## src/rtl/core/sta_pkg.sv

```systemverilog
// shared types and constants for the session table with aging
`timescale 1ns / 1ps

package sta_pkg;

  localparam int unsigned KEY_W    = 64;
  localparam int unsigned USER_W   = 16;
  localparam int unsigned TMO_W    = 16;
  localparam int unsigned SLOT_W   = 6;
  localparam int unsigned EXP_W    = 7;

  localparam logic [TMO_W-1:0]         TIMEOUT_RESET = 16'd300;
  localparam logic signed [USER_W-1:0] NONE_USER     = -16'sd1;

  typedef enum logic [2:0] {
    OP_TOUCH  = 3'd0,
    OP_LOGIN  = 3'd1,
    OP_LOGOUT = 3'd2,
    OP_QUERY  = 3'd3,
    OP_TICK   = 3'd4,
    OP_SWEEP  = 3'd5
  } op_e;

  typedef enum logic [1:0] {
    STAT_OK        = 2'd0,
    STAT_FULL      = 2'd1,
    STAT_NOT_FOUND = 2'd2
  } status_e;

  typedef struct packed {
    logic clear;
    logic load;
    logic scan;
    logic finish;
  } cmd_t;

  typedef struct packed {
    logic last_addr;
    logic need_scan;
  } stat_t;

endpackage

```

## src/rtl/core/sta_ctrl.sv

```systemverilog
// control state machine: clearing pass, slot scan and result handoff
`timescale 1ns / 1ps

module sta_ctrl (
  input  logic          clk_i,
  input  logic          rst_ni,
  input  logic          in_valid_i,
  output logic          in_ready_o,
  output logic          out_valid_o,
  input  logic          out_ready_i,
  input  sta_pkg::stat_t stat_i,
  output sta_pkg::cmd_t  cmd_o
);

  typedef enum logic [4:0] {
    ST_CLEAR = 5'b00001,
    ST_IDLE  = 5'b00010,
    ST_SCAN  = 5'b00100,
    ST_DRAIN = 5'b01000,
    ST_DONE  = 5'b10000
  } ctrl_state_e;

  ctrl_state_e state_q, state_d;
  logic        out_valid_q, out_valid_d;

  always_comb begin
    cmd_o.clear  = (state_q == ST_CLEAR);
    cmd_o.load   = (state_q == ST_IDLE) && in_valid_i;
    cmd_o.scan   = (state_q == ST_SCAN);
    cmd_o.finish = (state_q == ST_DONE) && (!out_valid_q || out_ready_i);
  end

  always_comb begin
    state_d = state_q;
    case (state_q)
      ST_CLEAR: begin
        if (stat_i.last_addr) state_d = ST_IDLE;
      end
      ST_IDLE: begin
        if (in_valid_i) state_d = stat_i.need_scan ? ST_SCAN : ST_DONE;
      end
      ST_SCAN: begin
        if (stat_i.last_addr) state_d = ST_DRAIN;
      end
      ST_DRAIN: begin
        state_d = ST_DONE;
      end
      ST_DONE: begin
        if (cmd_o.finish) state_d = ST_IDLE;
      end
      default: begin
        state_d = ST_IDLE;
      end
    endcase
  end

  always_comb begin
    out_valid_d = out_valid_q;
    if (out_ready_i) out_valid_d = 1'b0;
    if (cmd_o.finish) out_valid_d = 1'b1;
  end

  always_ff @(posedge clk_i or negedge rst_ni) begin
    if (!rst_ni) begin
      state_q     <= ST_CLEAR;
      out_valid_q <= 1'b0;
    end else begin
      state_q     <= state_d;
      out_valid_q <= out_valid_d;
    end
  end

  assign in_ready_o  = (state_q == ST_IDLE);
  assign out_valid_o = out_valid_q;

endmodule

```

## config.mk

```make
export PLATFORM = sky130hd
export DESIGN_NAME = sta_ctrl
export DESIGN_NICKNAME = d
export VERILOG_FILES = /design/src/rtl/core/sta_pkg.sv /design/src/rtl/core/sta_ctrl.sv
export SDC_FILE = /design/constraint.sdc
export NUM_CORES = 1
export LEC_CHECK = 0
export BUFFER_PORTS_ARGS = -buffer_cell sky130_fd_sc_hd__buf_2
export CORE_AREA = 5 5 42 44
export CTS_BUF_LIST = sky130_fd_sc_hd__clkbuf_2
export CTS_CLUSTER_DIAMETER = 100
export DETAILED_ROUTE_END_ITERATION = 8
export DIE_AREA = 0 0 47 49
export HOLD_SLACK_MARGIN = 0.12
export RECOVER_POWER = 50
export SLEW_MARGIN = 20
export SYNTH_ARGS = -nofsm -noshare
export SYNTH_HDL_FRONTEND = slang
export SYNTH_SLANG_ARGS = --single-unit
export TNS_END_PERCENT = 30
```

## constraint.sdc

```tcl
create_clock -name clk_i -period 2.75 [get_ports clk_i]
set_input_delay 0.55 -clock clk_i [delete_from_list [all_inputs] [get_ports clk_i]]
set_output_delay 0.55 -clock clk_i [all_outputs]
set_load 0.01 [all_outputs]
```

[After elaboration in Yosys (flattened, before gate mapping)]
Index checks and enable logic that the tools add are counted.
Operators by class
  $mul: 0
  shift-type cells: 0
  $add $sub $neg: 0
  eq/ne operators: 9
  mux-type cells: 8
  bitwise logic cells: 0
  reduce and logical (&&, ||, !) cells: 6
  magnitude comparators: 0
  divide/modulo/power cells: 0
Operators with widths (count)
  $mux 5: 5
  $pmux 5 s5: 1
  $ne 2x2->1 const B: 4
  $eq 5x1->1 const B: 1
  $eq 5x2->1 const B: 1
  $eq 5x3->1 const B: 1
  $eq 5x4->1 const B: 1
  $eq 5x5->1 const B: 1
  $reduce_and 4->1: 1
  $logic_and 1x1->1: 2
  $mux 1: 2
  $reduce_bool 2->1: 1
  $logic_not 1->1: 1
  $logic_or 1x1->1: 1
Storage, ports and cells
  register bits: 6
  bits in writable memories: 0
  input port bits: 6
  word-level logic and storage cells: 25
  memory bits (read-only): 0
  memories kept: 0
  output and inout bits: 6
  bits in latches: 0

[Logic depth before layout (Yosys ltp)]
  word-level depth: 5
  depth in mapped cells: 6
  gate-level depth less buffers: 5

[Least setup slack after synthesis]
No wires, ideal clock.
  path type: in2out
  start point: in out_ready_i
  end point: out cmd_o[0] (netlist bit)
  path buffers: 1
  setup slack: 1.090 ns
  data arrival time: 1.110 ns
  cell stages on the path: 3
  path through: or2b_2 nor2b_1 buf_4
RTL lines
  from (decl): line sta_ctrl.sv:10  | input logic out_ready_i,
  to (decl): line sta_ctrl.sv:12  | output sta_pkg::cmd_t cmd_o

==> impl_metrics.env <==
export IMPL_finalCritPeriodShare_pct=75.9
export IMPL_critical_path_class="flop to output pin"
export IMPL_wl_per_cell_um=11.1
export IMPL_yosys_warnings=0
export IMPL_die_y_um=49
export IMPL_crit_buf_inv=2
export IMPL_finalNonFillerCells=74
export IMPL_clkSinkCount=6
export IMPL_drv_slew=0
export IMPL_min_period_ns=2.09
export IMPL_max_cap_violations=0
export IMPL_fin_ws_ns=0.664
export IMPL_grt_pass1_vias=351
export IMPL_yosys_area_top_type="dfrtp_1"
export IMPL_die_w_um=47
export IMPL_grt_pass1_wl_mm=1.49
export IMPL_cts_resized=0
export IMPL_drive_gt1_share_pct=31.0
export IMPL_die_area_um2=2300
export IMPL_p_per_area_nw_per_um2=906
export IMPL_area_delta_synth_final_pct=16.7
export IMPL_max_clock_path_buffers=2
export IMPL_max_freq_mhz=479
export IMPL_antenna_found_initial=0
export IMPL_r2r_slack_ns=1.36
export IMPL_fin_tns_setup_ns=0
export IMPL_synth_top_cell_area_share_pct=31.5
export IMPL_synth_cell_types=22
export IMPL_grt_overflow=0
export IMPL_hold_class="primary input to async pin"
export IMPL_synth_seq_area_share_pct=38.2
export IMPL_grt_use_total_pct=8.50
export IMPL_synth_nets=52
export IMPL_endpoint_kind="output pin"
export IMPL_pin_count=12
export IMPL_fillers=162
export IMPL_multiInputGateArea_um2=208
export IMPL_vdd_ir_drop_max_v=0.000471
export IMPL_dp_cells=70
export IMPL_hold_viol_final=0
export IMPL_synth_area_um2=397
export IMPL_drtIter0Drc=5
export IMPL_portBuffers=11
export IMPL_slowest_stage="dfstp_1"
export IMPL_clock_latency_ns=0.22
export IMPL_fin_skew_ns=0.00375
export IMPL_slowest_delay_ns=0.66
export IMPL_grt_start_max_net_pins=10
export IMPL_dp_hpwl_um=658
export IMPL_num_rows=14
export IMPL_cts_tree="yes"
export IMPL_p_leak_uw=0.000223
export IMPL_ys_ff_latch=6
export IMPL_initial_utilization_pct=28.3
export IMPL_cts_root_buffer="clkbuf_2"
export IMPL_path_delay_family="flip-flops"
export IMPL_via_per_inst=4.74
export IMPL_ys_top_cells_by_area="dfrtp_1 (32%), dfstp_2 (6.6%), nor2_1 (6.6%)"
export IMPL_critPathMaxFanout=9
export IMPL_status="complete, no violations"
export IMPL_totalWireLength_um=819
export IMPL_arrival_ns=1.54
export IMPL_core_region_area_um2=1400
export IMPL_tightest_slew_ns=0.314
export IMPL_first_pass_iters=2
export IMPL_antenna_left=0
export IMPL_place_ws_ns=0.983
export IMPL_drc_errors=0
export IMPL_antenna_cells=0
export IMPL_regArea_um2=151
export IMPL_setup_violations=0
export IMPL_crit_chain="nor2_1 -> nand3_1 -> inv_1 -> and2_1 -> buf_2"
export IMPL_maxSlewHeadroom_pct=79.1
export IMPL_h_tree_depth=1
export IMPL_finalPower_uw=419
export IMPL_via_count=351
export IMPL_syn_avg_cell_area_um2=8.62
export IMPL_start_kind="flop"
export IMPL_place_congestion=0.816
export IMPL_ctsHoldBuffers=0
export IMPL_num_nets_final=65
export IMPL_synth_cells=46
export IMPL_cts_setup_buffers=0
export IMPL_path_clk_slew_ns=0.06
export IMPL_worstPathRequired_ns=2.20
export IMPL_cts_buffers=3
export IMPL_rsz0062_at_grt="false"
[cells in the mapped netlist]
cell / number
nand3b_1: 1
or2b_2: 1
and3_2: 1
a21oi_1: 1
nor3b_2: 1
nor2b_1: 4
nand2_1: 3
and2_1: 1
nor2_1: 7
nor3_1: 2
buf_6: 1
o21ai_0: 2
nor3b_1: 1
inv_1: 3
o22ai_2: 2
nand3_1: 3
dfrtp_1: 5
o22ai_1: 2
o311ai_1: 1
buf_4: 2
xnor2_1: 1
dfstp_2: 1
[state kept, by name, summed over array words and instances, names as in the netlist]
signal	count
state_q	5
out_valid_o	1
[worst reg2reg max path, stage by stage, from the launching register on]
cell and delay [ns]:
dfstp_1 0.66, nor3b_2 0.21, o311ai_1 0.11, a21oi_1 0.21, o22ai_2 0.08
[stage by stage]
stage	utilization [%]	hold slack [ns]	cell area, µm²
final	33.0	0.187	463
after global routing	33.0	0.204	463
after CTS	33.2	0.134	465
after detailed placement	31.8	0.375	445
after global placement	31.8	0.377	445
after floorplan	-	0.254	397
[report_power, final]
| part | internal [µW] | leakage, µW | switching [µW] |
|---|---|---|---|
| logic | 88.0 | 0.000131 | 108 |
| registers | 114 | 0.0000754 | 38.6 |
| clock network | 38.6 | 0.0000166 | 32.1 |
[kinds of logic (layout without fill, tap and decap cells)]
kind of cell,after synthesis,count (layout),share of synthesized area (%)
simple gates,25,25,34.7
flops,6,6,38.2
buf+inv,6,18,9.46
xor+xnor,1,1,2.21
compound gates,8,8,15.5
[cell usage in the layout (no fill, tap or decap), types with 3 or more instances in the layout]
master / synthesis / final
buf_2: 0 / 9
nor2_1: 7 / 7
dfrtp_1: 5 / 5
nor2b_1: 4 / 4
clkbuf_2: 0 / 4
nand3_1: 3 / 3
inv_1: 3 / 3
nand2_1: 3 / 3
[path summary, 6_finish.rpt]
check                      cells after the start          to  startpoint
setup / recovery                               5    cmd_o[2]  state_q[0]
hold / removal                                 1  state_q[4]      rst_ni
setup reg to reg                               4  state_q[1]  state_q[0]
hold reg to reg                                2  state_q[1]  state_q[4]
max in group asynchronous                      1  state_q[0]      rst_ni
min in group clk_i                             2  state_q[0]   stat_i[1]
[final cells by class]
class	instances	area share (%)
sequential	6	32.7
timing repair buffer	11	11.4
inverter	3	2.43
multi-input combinational	34	44.9
tap	16	4.32
clock buffer	4	4.32
[per-layer routing]
metal	vias up	routed length, µm	GRT usage, %
met5	-	0	0
met4	0	0	0
met3	0	65	4.80
met2	10	357	12.2
met1	162	396	11.9
li1	179	-	-
(Power assumes the default switching activity.)
